[src/rtl/mao_pkg.sv]
// Shared types and constants for the moving average outlier filter.
package mao_pkg;

   // Field widths fixed by the item and register formats.
   localparam int SAMPLE_W   = 12;
   localparam int STATUS_W   = 2;
   localparam int WLEN_W     = 5;
   localparam int CSR_IDX_W  = 2;
   localparam int CSR_DATA_W = 12;
   localparam int CMP_W      = SAMPLE_W + 2;
   localparam int DCNT_W     = $clog2(SAMPLE_W);

   // Register indexes on the configuration port.
   localparam logic [CSR_IDX_W-1:0] CSR_WINDOW_LEN = CSR_IDX_W'(0);
   localparam logic [CSR_IDX_W-1:0] CSR_MAX_STEP   = CSR_IDX_W'(1);

   // Register reset values and limits.
   localparam logic [WLEN_W-1:0]   WLEN_RESET     = WLEN_W'(10);
   localparam logic [WLEN_W-1:0]   WLEN_MIN       = WLEN_W'(2);
   localparam logic [SAMPLE_W-1:0] MAX_STEP_RESET = SAMPLE_W'(500);

   // Result status codes.
   typedef enum logic [STATUS_W-1:0] {
      RS_PRIMED   = 2'd0,
      RS_AVERAGED = 2'd1,
      RS_REJECTED = 2'd2
   } rsp_status_type;

   // Controller states.
   typedef enum logic [2:0] {
      S_IDLE,
      S_EVAL,
      S_SUM,
      S_DIV,
      S_OUT
   } fsm_state_type;

   // Commands from the controller to the datapath.
   typedef struct packed {
      logic take_sample;
      logic evaluate;
      logic sum_step;
      logic div_step;
      logic emit;
   } ctl_cmd_type;

   // Status from the datapath to the controller.
   typedef struct packed {
      logic primed;
      logic take_ok;
      logic sum_done;
      logic div_done;
      logic rsp_free;
   } dp_status_type;

endpackage

[src/rtl/mao_if.sv]
// Channel interfaces for the request, response and register write ports.

interface mao_req_if;
   logic                          valid;
   logic                          ready;
   logic [mao_pkg::SAMPLE_W-1:0]  sample;

   modport source (output valid, output sample, input ready);
   modport sink   (input valid, input sample, output ready);
endinterface

interface mao_rsp_if;
   logic                          valid;
   logic                          ready;
   logic [mao_pkg::SAMPLE_W-1:0]  filtered;
   mao_pkg::rsp_status_type       status;

   modport source (output valid, output filtered, output status, input ready);
   modport sink   (input valid, input filtered, input status, output ready);
endinterface

interface mao_csr_if;
   logic                            valid;
   logic                            ready;
   logic [mao_pkg::CSR_IDX_W-1:0]   index;
   logic [mao_pkg::CSR_DATA_W-1:0]  data;

   modport source (output valid, output index, output data, input ready);
   modport sink   (input valid, input index, input data, output ready);
endinterface

[src/rtl/mao_ctrl.sv]
// Controller state machine sequencing evaluate, sum, divide and output.
module mao_ctrl (
   input  logic                   clock,
   input  logic                   reset,
   input  logic                   req_valid,
   output logic                   req_ready,
   input  mao_pkg::dp_status_type status,
   output mao_pkg::ctl_cmd_type   cmd
);

   mao_pkg::fsm_state_type state_ff, state_in;

   // State register.
   always_ff @(posedge clock) begin
      if (reset) begin
         state_ff <= mao_pkg::S_IDLE;
      end else begin
         state_ff <= state_in;
      end
   end

   // Next state.
   always_comb begin
      state_in = state_ff;
      case (state_ff)
         mao_pkg::S_IDLE: begin
            if (req_valid) state_in = mao_pkg::S_EVAL;
         end
         mao_pkg::S_EVAL: begin
            if (status.primed && status.take_ok) state_in = mao_pkg::S_SUM;
            else state_in = mao_pkg::S_OUT;
         end
         mao_pkg::S_SUM: begin
            if (status.sum_done) state_in = mao_pkg::S_DIV;
         end
         mao_pkg::S_DIV: begin
            if (status.div_done) state_in = mao_pkg::S_OUT;
         end
         mao_pkg::S_OUT: begin
            if (status.rsp_free) state_in = mao_pkg::S_IDLE;
         end
         default: state_in = mao_pkg::S_IDLE;
      endcase
   end

   // Outputs. No item is taken while reset is high.
   always_comb begin
      req_ready = 1'b0;
      cmd       = '0;
      case (state_ff)
         mao_pkg::S_IDLE: begin
            req_ready       = !reset;
            cmd.take_sample = req_valid && !reset;
         end
         mao_pkg::S_EVAL: cmd.evaluate = 1'b1;
         mao_pkg::S_SUM:  cmd.sum_step = 1'b1;
         mao_pkg::S_DIV:  cmd.div_step = 1'b1;
         mao_pkg::S_OUT:  cmd.emit     = status.rsp_free;
         default: begin
            req_ready = 1'b0;
         end
      endcase
   end

endmodule

[src/rtl/mao_dp.sv]
// Datapath: registers, sample window, acceptance check, summer and divider.
module mao_dp #(
   parameter int WINDOW_MAX = 16
) (
   input  logic                   clock,
   input  logic                   reset,
   input  mao_pkg::ctl_cmd_type   cmd,
   output mao_pkg::dp_status_type status,
   input  logic [mao_pkg::SAMPLE_W-1:0] req_sample,
   mao_rsp_if.source              rsp,
   mao_csr_if.sink                csr
);

   localparam int IDX_W = (WINDOW_MAX > 1) ? $clog2(WINDOW_MAX) : 1;
   localparam int LEN_W = $clog2(WINDOW_MAX + 1);
   localparam int SUM_W = mao_pkg::SAMPLE_W + IDX_W;

   logic [mao_pkg::WLEN_W-1:0]     wlen_ff;
   logic [mao_pkg::SAMPLE_W-1:0]   step_ff;
   logic [mao_pkg::SAMPLE_W-1:0]   sample_ff;
   logic [mao_pkg::SAMPLE_W-1:0]   window_ff [WINDOW_MAX];
   logic                           primed_ff;
   logic [mao_pkg::SAMPLE_W-1:0]   held_ff;
   mao_pkg::rsp_status_type        stat_ff;
   logic [IDX_W-1:0]               cnt_ff;
   logic [SUM_W-1:0]               acc_ff;
   logic [LEN_W-1:0]               rem_ff;
   logic [mao_pkg::SAMPLE_W-1:0]   quo_ff;
   logic [mao_pkg::DCNT_W-1:0]     dcnt_ff;
   logic                           rsp_valid_ff;
   logic [mao_pkg::SAMPLE_W-1:0]   rsp_filt_ff;
   mao_pkg::rsp_status_type        rsp_stat_ff;

   logic [LEN_W-1:0]               eff_len;
   logic [IDX_W-1:0]               last_idx;
   logic [IDX_W-1:0]               rd_idx;
   logic [mao_pkg::SAMPLE_W-1:0]   rd_data;
   logic signed [mao_pkg::CMP_W-1:0] raw_s, last_s, step_s, lo_s, hi_s;
   logic                           take_ok;
   logic [SUM_W-1:0]               sum_in;
   logic [LEN_W:0]                 trial;
   logic                           qbit;
   logic [LEN_W-1:0]               rem_in;
   logic [mao_pkg::SAMPLE_W-1:0]   quo_in;
   logic                           sum_last;
   logic                           div_last;
   logic                           rsp_free;

   // Configuration registers; writes are taken whenever reset is low.
   assign csr.ready = !reset;

   always_ff @(posedge clock) begin
      if (reset) begin
         wlen_ff <= mao_pkg::WLEN_RESET;
         step_ff <= mao_pkg::MAX_STEP_RESET;
      end else if (csr.valid) begin
         if (csr.index == mao_pkg::CSR_WINDOW_LEN) wlen_ff <= csr.data[mao_pkg::WLEN_W-1:0];
         if (csr.index == mao_pkg::CSR_MAX_STEP)   step_ff <= csr.data;
      end
   end

   // Effective window length, clamped to the supported range.
   always_comb begin
      if (wlen_ff < mao_pkg::WLEN_MIN) begin
         eff_len = LEN_W'(mao_pkg::WLEN_MIN);
      end else if (32'(wlen_ff) > WINDOW_MAX) begin
         eff_len = LEN_W'(WINDOW_MAX);
      end else begin
         eff_len = LEN_W'(wlen_ff);
      end
   end

   assign last_idx = IDX_W'(eff_len - LEN_W'(1));

   // Single window read port: newest entry while evaluating, else the sum index.
   assign rd_idx  = cmd.evaluate ? last_idx : cnt_ff;
   assign rd_data = window_ff[rd_idx];

   // Acceptance window around the newest stored entry, signed compare.
   always_comb begin
      raw_s   = $signed({2'b00, sample_ff});
      last_s  = $signed({2'b00, rd_data});
      step_s  = $signed({2'b00, step_ff});
      lo_s    = last_s - step_s;
      hi_s    = last_s + step_s;
      take_ok = ((raw_s >= step_s) && (raw_s > lo_s) && (raw_s < hi_s)) ||
                ((raw_s <= step_s) && (raw_s > 0) && (raw_s < hi_s));
   end

   // Accumulator and one restoring divide step.
   always_comb begin
      sum_in = acc_ff + SUM_W'(rd_data);
      trial  = {rem_ff, quo_ff[mao_pkg::SAMPLE_W-1]};
      qbit   = (trial >= {1'b0, eff_len});
      rem_in = qbit ? LEN_W'(trial - {1'b0, eff_len}) : LEN_W'(trial);
      quo_in = {quo_ff[mao_pkg::SAMPLE_W-2:0], qbit};
   end

   assign sum_last = (cnt_ff == last_idx);
   assign div_last = (dcnt_ff == mao_pkg::DCNT_W'(mao_pkg::SAMPLE_W - 1));
   assign rsp_free = !rsp_valid_ff || rsp.ready;

   assign status.primed   = primed_ff;
   assign status.take_ok  = take_ok;
   assign status.sum_done = sum_last;
   assign status.div_done = div_last;
   assign status.rsp_free = rsp_free;

   // Sample capture.
   always_ff @(posedge clock) begin
      if (cmd.take_sample) sample_ff <= req_sample;
   end

   // Window storage: fill on priming, shift in on an accepted sample.
   always_ff @(posedge clock) begin
      for (int i = 0; i < WINDOW_MAX; i++) begin
         if (cmd.evaluate) begin
            if (!primed_ff) begin
               if (IDX_W'(i) <= last_idx) window_ff[i] <= sample_ff;
            end else if (take_ok) begin
               if (IDX_W'(i) == last_idx) window_ff[i] <= sample_ff;
               else if (IDX_W'(i) < last_idx && i + 1 < WINDOW_MAX)
                  window_ff[i] <= window_ff[(i + 1) % WINDOW_MAX];
            end
         end
      end
   end

   // Primed flag and held output value.
   always_ff @(posedge clock) begin
      if (reset) begin
         primed_ff <= 1'b0;
         held_ff   <= '0;
      end else begin
         if (cmd.evaluate) begin
            if (!primed_ff) begin
               primed_ff <= 1'b1;
               held_ff   <= sample_ff;
            end else if (!take_ok) begin
               primed_ff <= 1'b0;
            end
         end
         if (cmd.div_step && div_last) held_ff <= quo_in;
      end
   end

   // Item status, summing and dividing.
   always_ff @(posedge clock) begin
      if (cmd.evaluate) begin
         cnt_ff <= '0;
         acc_ff <= '0;
         if (!primed_ff)   stat_ff <= mao_pkg::RS_PRIMED;
         else if (take_ok) stat_ff <= mao_pkg::RS_AVERAGED;
         else              stat_ff <= mao_pkg::RS_REJECTED;
      end
      if (cmd.sum_step) begin
         acc_ff <= sum_in;
         cnt_ff <= cnt_ff + IDX_W'(1);
         if (sum_last) begin
            // The top bits of the sum are already below the divisor.
            rem_ff  <= LEN_W'(sum_in >> mao_pkg::SAMPLE_W);
            quo_ff  <= sum_in[mao_pkg::SAMPLE_W-1:0];
            dcnt_ff <= '0;
         end
      end
      if (cmd.div_step) begin
         rem_ff  <= rem_in;
         quo_ff  <= quo_in;
         dcnt_ff <= dcnt_ff + mao_pkg::DCNT_W'(1);
      end
   end

   // Output register.
   always_ff @(posedge clock) begin
      if (reset) begin
         rsp_valid_ff <= 1'b0;
      end else if (cmd.emit) begin
         rsp_valid_ff <= 1'b1;
      end else if (rsp.ready) begin
         rsp_valid_ff <= 1'b0;
      end
   end

   always_ff @(posedge clock) begin
      if (cmd.emit) begin
         rsp_filt_ff <= held_ff;
         rsp_stat_ff <= stat_ff;
      end
   end

   assign rsp.valid    = rsp_valid_ff;
   assign rsp.filtered = rsp_filt_ff;
   assign rsp.status   = rsp_stat_ff;

endmodule

[src/rtl/moving_average_outlier_filter.sv]
// Top level of the moving average filter with outlier rejection.
//
//   Channel   Direction  Payload                       Handshake
//   req_bus   in         sample[11:0]                  valid / ready
//   rsp_bus   out        filtered[11:0], status[1:0]   valid / ready
//   csr_bus   in         index[1:0], data[11:0]        valid / ready (ready high out of reset)
//
// A priming or rejected item passes from the evaluate state to the output register;
// an averaged item passes through one evaluate step, one step per window entry through
// the single accumulator, then 12 restoring divide steps, before the output register.
// Reset is synchronous, clears the primed flag, held value and handshake state, and no
// item or register write is taken while it is high.
// A new item is accepted while a result still waits; the block stalls only when it
// has finished the next result and the output register is still occupied.
module moving_average_outlier_filter #(
   parameter int WINDOW_MAX = 16
) (
   input logic        clock,
   input logic        reset,
   mao_req_if.sink    req_bus,
   mao_rsp_if.source  rsp_bus,
   mao_csr_if.sink    csr_bus
);

   mao_pkg::ctl_cmd_type   cmd;
   mao_pkg::dp_status_type status;

   mao_ctrl u_ctrl (
      .clock     (clock),
      .reset     (reset),
      .req_valid (req_bus.valid),
      .req_ready (req_bus.ready),
      .status    (status),
      .cmd       (cmd)
   );

   mao_dp #(
      .WINDOW_MAX (WINDOW_MAX)
   ) u_dp (
      .clock      (clock),
      .reset      (reset),
      .cmd        (cmd),
      .status     (status),
      .req_sample (req_bus.sample),
      .rsp        (rsp_bus),
      .csr        (csr_bus)
   );

endmodule

[src/flat_wrapper.sv]
// flat-port wrapper written by rule: the top's interface ports become plain ports
module moving_average_outlier_filter_flat 
#(
   parameter int WINDOW_MAX = 16
)
  (clock, reset, req_bus_valid, req_bus_sample, req_bus_ready, rsp_bus_valid, rsp_bus_filtered, rsp_bus_status, rsp_bus_ready, csr_bus_valid, csr_bus_index, csr_bus_data, csr_bus_ready);
  mao_req_if req_bus_i ();
  mao_rsp_if rsp_bus_i ();
  mao_csr_if csr_bus_i ();
  input logic clock;
  input logic reset;
  input wire logic [$bits(req_bus_i.valid)-1:0] req_bus_valid;
  input wire logic [$bits(req_bus_i.sample)-1:0] req_bus_sample;
  output wire logic [$bits(req_bus_i.ready)-1:0] req_bus_ready;
  output wire logic [$bits(rsp_bus_i.valid)-1:0] rsp_bus_valid;
  output wire logic [$bits(rsp_bus_i.filtered)-1:0] rsp_bus_filtered;
  output wire logic [$bits(rsp_bus_i.status)-1:0] rsp_bus_status;
  input wire logic [$bits(rsp_bus_i.ready)-1:0] rsp_bus_ready;
  input wire logic [$bits(csr_bus_i.valid)-1:0] csr_bus_valid;
  input wire logic [$bits(csr_bus_i.index)-1:0] csr_bus_index;
  input wire logic [$bits(csr_bus_i.data)-1:0] csr_bus_data;
  output wire logic [$bits(csr_bus_i.ready)-1:0] csr_bus_ready;
  assign req_bus_i.valid = req_bus_valid;
  assign req_bus_i.sample = req_bus_sample;
  assign req_bus_ready = req_bus_i.ready;
  assign rsp_bus_valid = rsp_bus_i.valid;
  assign rsp_bus_filtered = rsp_bus_i.filtered;
  assign rsp_bus_status = rsp_bus_i.status;
  assign rsp_bus_i.ready = rsp_bus_ready;
  assign csr_bus_i.valid = csr_bus_valid;
  assign csr_bus_i.index = csr_bus_index;
  assign csr_bus_i.data = csr_bus_data;
  assign csr_bus_ready = csr_bus_i.ready;
  moving_average_outlier_filter #(.WINDOW_MAX(WINDOW_MAX)) u_core (.clock(clock), .reset(reset), .req_bus(req_bus_i), .rsp_bus(rsp_bus_i), .csr_bus(csr_bus_i));
endmodule
[config.mk]
export PLATFORM = sky130hd
export DESIGN_NAME = moving_average_outlier_filter_flat
export DESIGN_NICKNAME = d
export VERILOG_FILES = /design/src/rtl/mao_pkg.sv /design/src/rtl/mao_if.sv /design/src/rtl/mao_ctrl.sv /design/src/rtl/mao_dp.sv /design/src/rtl/moving_average_outlier_filter.sv /design/src/flat_wrapper.sv
export SDC_FILE = /design/constraint.sdc
export NUM_CORES = 1
export LEC_CHECK = 0
export ABC_AREA = 1
export BUFFER_PORTS_ARGS = -buffer_cell sky130_fd_sc_hd__buf_4
export CORE_ASPECT_RATIO = 1.25
export CORE_UTILIZATION = 25
export CTS_CLUSTER_SIZE = 10
export DETAILED_ROUTE_END_ITERATION = 10
export PLACE_DENSITY = 0.48
export SYNTH_ARGS = -nofsm -noshare
export SYNTH_HDL_FRONTEND = slang
export SYNTH_SLANG_ARGS = --single-unit
[constraint.sdc]
create_clock -name clock -period 10 [get_ports clock]
set_clock_uncertainty 0.05 [all_clocks]
set_input_delay 2 -clock clock [delete_from_list [all_inputs] [get_ports clock]]
set_output_delay 2 -clock clock [all_outputs]
set_load 0.05 [all_outputs]
==> results.cfg <==
[yosys]
synth-xor-area-share_pct = 1.93
synth_top_family_by_area = simple AND/OR/NAND/NOR gates
netlist.top_cell.by_area = edfxtp_1
synth_top_area_share_pct = 45.6
ys_seq_area_share_pct = 49.5
synth_edf_count = 261
netlist-cell-type-count = 50
async_flop_share_pct = 0
ys_seq_elements = 295
synthMuxAreaShare_pct = 0
synth-simple-area-share_pct = 21.6
syn-num-nets = 2122
syn_inst = 2006
synth_compound_area_share_pct = 12.0
yosys_warnings = 0
synthTopCellsByArea = edfxtp_1, nand2_1, ha_1, nand3_1, inv_1
synth.avg_cell_area_sq_um = 8.58
synth-adder-area-share_pct = 6.36
synthesis.area_sq_mm = 0.0172
ys.flop_type = edfxtp_1

[timing]
slew_violations = 0
rsz0062_at_grt = no
period_share_pct = 85.4
period_minus_slack_ns = 8.54
relSlewSlack_pct = 12.6
worstMarginPinSlew_ns = 1.31
fin_setup_tns_ns = 0
hold_slack_ns = 0.383
max_freq_mhz = 117
hold_violations = 0
setup_viol = 0

[global_route]
grt_busiest_layer = met2
grtUsageTotal_pct = 15.8
grtUsageMet2_pct = 29.6
grt_max_degree = 54
overflow = 0
grt_use_met3_pct = 1.88
grt_pass1_vias = 14100
grt_pass1_wl_mm = 83.8
antenna_found_initial = 0
grtUsageMet1_pct = 17.2

[route]
firstDrtPassIters = 8
detail-route-antenna-nets = 0
drtIter0Drc = 1068
vias = 13800
routed_wl_mm = 55.1
drc_errors = 0
via_per_inst = 4.77
wl_per_cell_microns = 19.0

[power]
switching_share_pct = 41.2
ir_drop_mv = 0.142
intPower_uw = 2980
p_leak_uw = 0.00821
seqPwrFrac_pct = 32.6
p_per_area_mw_per_mm2 = 261
switchingPower_uw = 2090
p_clk_share_pct = 24.9
comb_power_share_pct = 42.5

[clock_tree]
cts_buffers = 36
cts-htree-levels = 2
cts_hold_buf = 0
path_clk_slew_ns = 0.06
cts_tree = yes
cts_resized = 0
cts_buffer_depth = 3
clock-sinks = 295
clock_latency_ns = 0.54
cts_setup_buffers = 0
cts_root_buf = clkbuf_16

[status]
status = completed

[setup_path]
path_max_fanout = 30
worst_setup_path_end_kind = flip-flop
crit_path_start_kind = flip-flop
max_stage_delay_ns = 0.69
critPathSlowestCell = inv_1
cp.required_ns = 10.12
critPathArrivalTime_ns = 8.66
critical_path_class = flip-flop to flip-flop
cpMostUsedCell = nand2_1
path_buf_inv = 6
cpLargestDelayFamily = simple AND/OR/NAND/NOR gates

[floorplan]
start_util_pct = 25.2
rows = 107
die_w_microns = 237
die_h_microns = 295
pin_count = 48
die_area_sq_mm = 0.0699
core_area_sq_mm = 0.0681

[placed_design]
gp_congestion = 0.892
dp.cells = 2835
place.detailed.hpwl_mm = 39.0
port-buffer-count = 47

[cells_and_area]
nNetsFinal = 2117
post-route-util_pct = 28.5
fin_cells = 2896
drive_gt1_share_pct = 8.35
area_growth_pct = 12.7
fill_cells = 7111
n_antenna_cell = 0

[run]
cap_violations = 0

[hold_path]
hp-class = flip-flop to flip-flop
-- cells in the mapped netlist (20+ instances only) --
| cell type | number |
|---|---|
| o21ai_1 | 52 |
| nor2_1 | 79 |
| dfxtp_1 | 34 |
| xor2_1 | 27 |
| ha_1 | 81 |
| nand3_1 | 186 |
| a21oi_1 | 62 |
| clkbuf_1 | 34 |
| nand2_1 | 557 |
| inv_1 | 233 |
| buf_1 | 20 |
| o211ai_1 | 77 |
| o21ai_0 | 124 |
| buf_2 | 50 |
| edfxtp_1 | 261 |
-- worst paths after layout --
kind | start | slack [ns] | cells past startpoint | to
worst min-delay path | u_core.u_dp.held_ff[8]$_SDFFE_PP0P_ | 0.38 | 0 | u_core.u_dp.rsp.filtered[8]$_DFFE_PP_
worst max-delay path | u_core.u_dp.wlen_ff[4]$_SDFFE_PP0P_ | 1.46 | 38 | u_core.u_dp.window_ff[13][9]$_DFFE_PP_
worst min register to register | u_core.u_dp.held_ff[8]$_SDFFE_PP0P_ | 0.38 | 0 | u_core.u_dp.rsp.filtered[8]$_DFFE_PP_
worst max register to register | u_core.u_dp.wlen_ff[4]$_SDFFE_PP0P_ | 1.46 | 38 | u_core.u_dp.window_ff[13][9]$_DFFE_PP_
-- placed cells by master, fill, tap and decap left out, types with 3 or more instances in the layout --
cell type  instances
o21bai_1           5
xor2_1            27
nor2_4             3
nand4_1            7
o21ai_1           51
inv_1            233
xnor2_1           11
nand2_4            3
o211ai_1          77
inv_2             12
clkbuf_16         37
a21oi_1           60
dfxtp_1           34
o21ai_0          123
nand3_1          186
o21a_1             4
fa_1               4
a31oi_1           12
clkbuf_8           3
ha_1              81
nand2_1          556
nor4_1             4
nand2_2           10
edfxtp_1         261
o21ai_2            4
buf_4             71
a21oi_2            6
nor2_1            79
nor2_2             3
nand3_4            3
nor3_1            10
clkbuf_1          17
-- worst register-to-register path: cells and delay by family, from the launching register on --
family | cells | cell delay [ns]
flops | 1 | 0.38
compound gates | 7 | 1.17
fa+ha+maj | 3 | 1.18
xor+xnor | 1 | 0.19
simple gates | 21 | 3.40
buf+inv | 6 | 1.74
-- power by group through the flow --
stage	registers [uW]	clock network [uW]	logic, uW
2_1_floorplan	1670	0	1500
3_3_place_gp	1680	0	2140
3_5_place_dp	1680	0	2160
4_1_cts	1650	1290	2170
5_1_grt	1670	1330	2410
6_report	1650	1260	2150
-- per-stage QoR --
stage / power (uW) / cell area, sq um / setup WS [ns]
6_report: 5060 / 19400 / 1.46
5_1_grt: 5410 / 19400 / 0.732
4_1_cts: 5110 / 19400 / 1.48
3_5_place_dp: 3830 / 18300 / 1.52
3_3_place_gp: 3820 / 18300 / 1.75
2_1_floorplan: 3170 / 17200 / 3.85
-- logic make-up after synthesis --
logic type | count (synthesis)
flops | 295
compound gates | 354
simple gates | 873
fa+ha+maj | 85
buf+inv | 361
xor+xnor | 38
-- state kept, by name (all words and copies together) (netlist names) --
name / count
u_core.u_ctrl.state_ff: 3
u_core.u_dp.primed_ff: 1
u_core.u_dp.sample_ff: 12
u_core.u_dp.rsp.valid: 1
u_core.u_dp.wlen_ff: 5
u_core.u_dp.quo_ff: 12
u_core.u_dp.rem_ff: 5
u_core.u_dp.stat_ff: 2
u_core.u_dp.step_ff: 12
u_core.u_dp.rsp.filtered: 12
u_core.u_dp.cnt_ff: 4
u_core.u_dp.held_ff: 12
u_core.u_dp.rsp.status: 2
u_core.u_dp.dcnt_ff: 4
u_core.u_dp.window_ff: 192
u_core.u_dp.acc_ff: 16
-- routing by layer --
metal	wire [microns]	share of wire [%]	vias up
li1	-	-	6734
met5	0	0	-
met3	2090	3.8	114
met1	21500	39	6602
met4	2820	5.1	0
met2	28700	52	363
-- area by class of cell --
cell class	count	area, sq um	share of cell area (%)
flip-flops and latches	295	8520	43.9
clock buffers	57	1030	5.32
multi-input cells	1350	7240	37.3
clock inverters	4	51.3	0.264
well taps	872	1090	5.63
repair buffers	71	533	2.75
inverters	247	932	4.81
(Power assumes the default switching activity.)
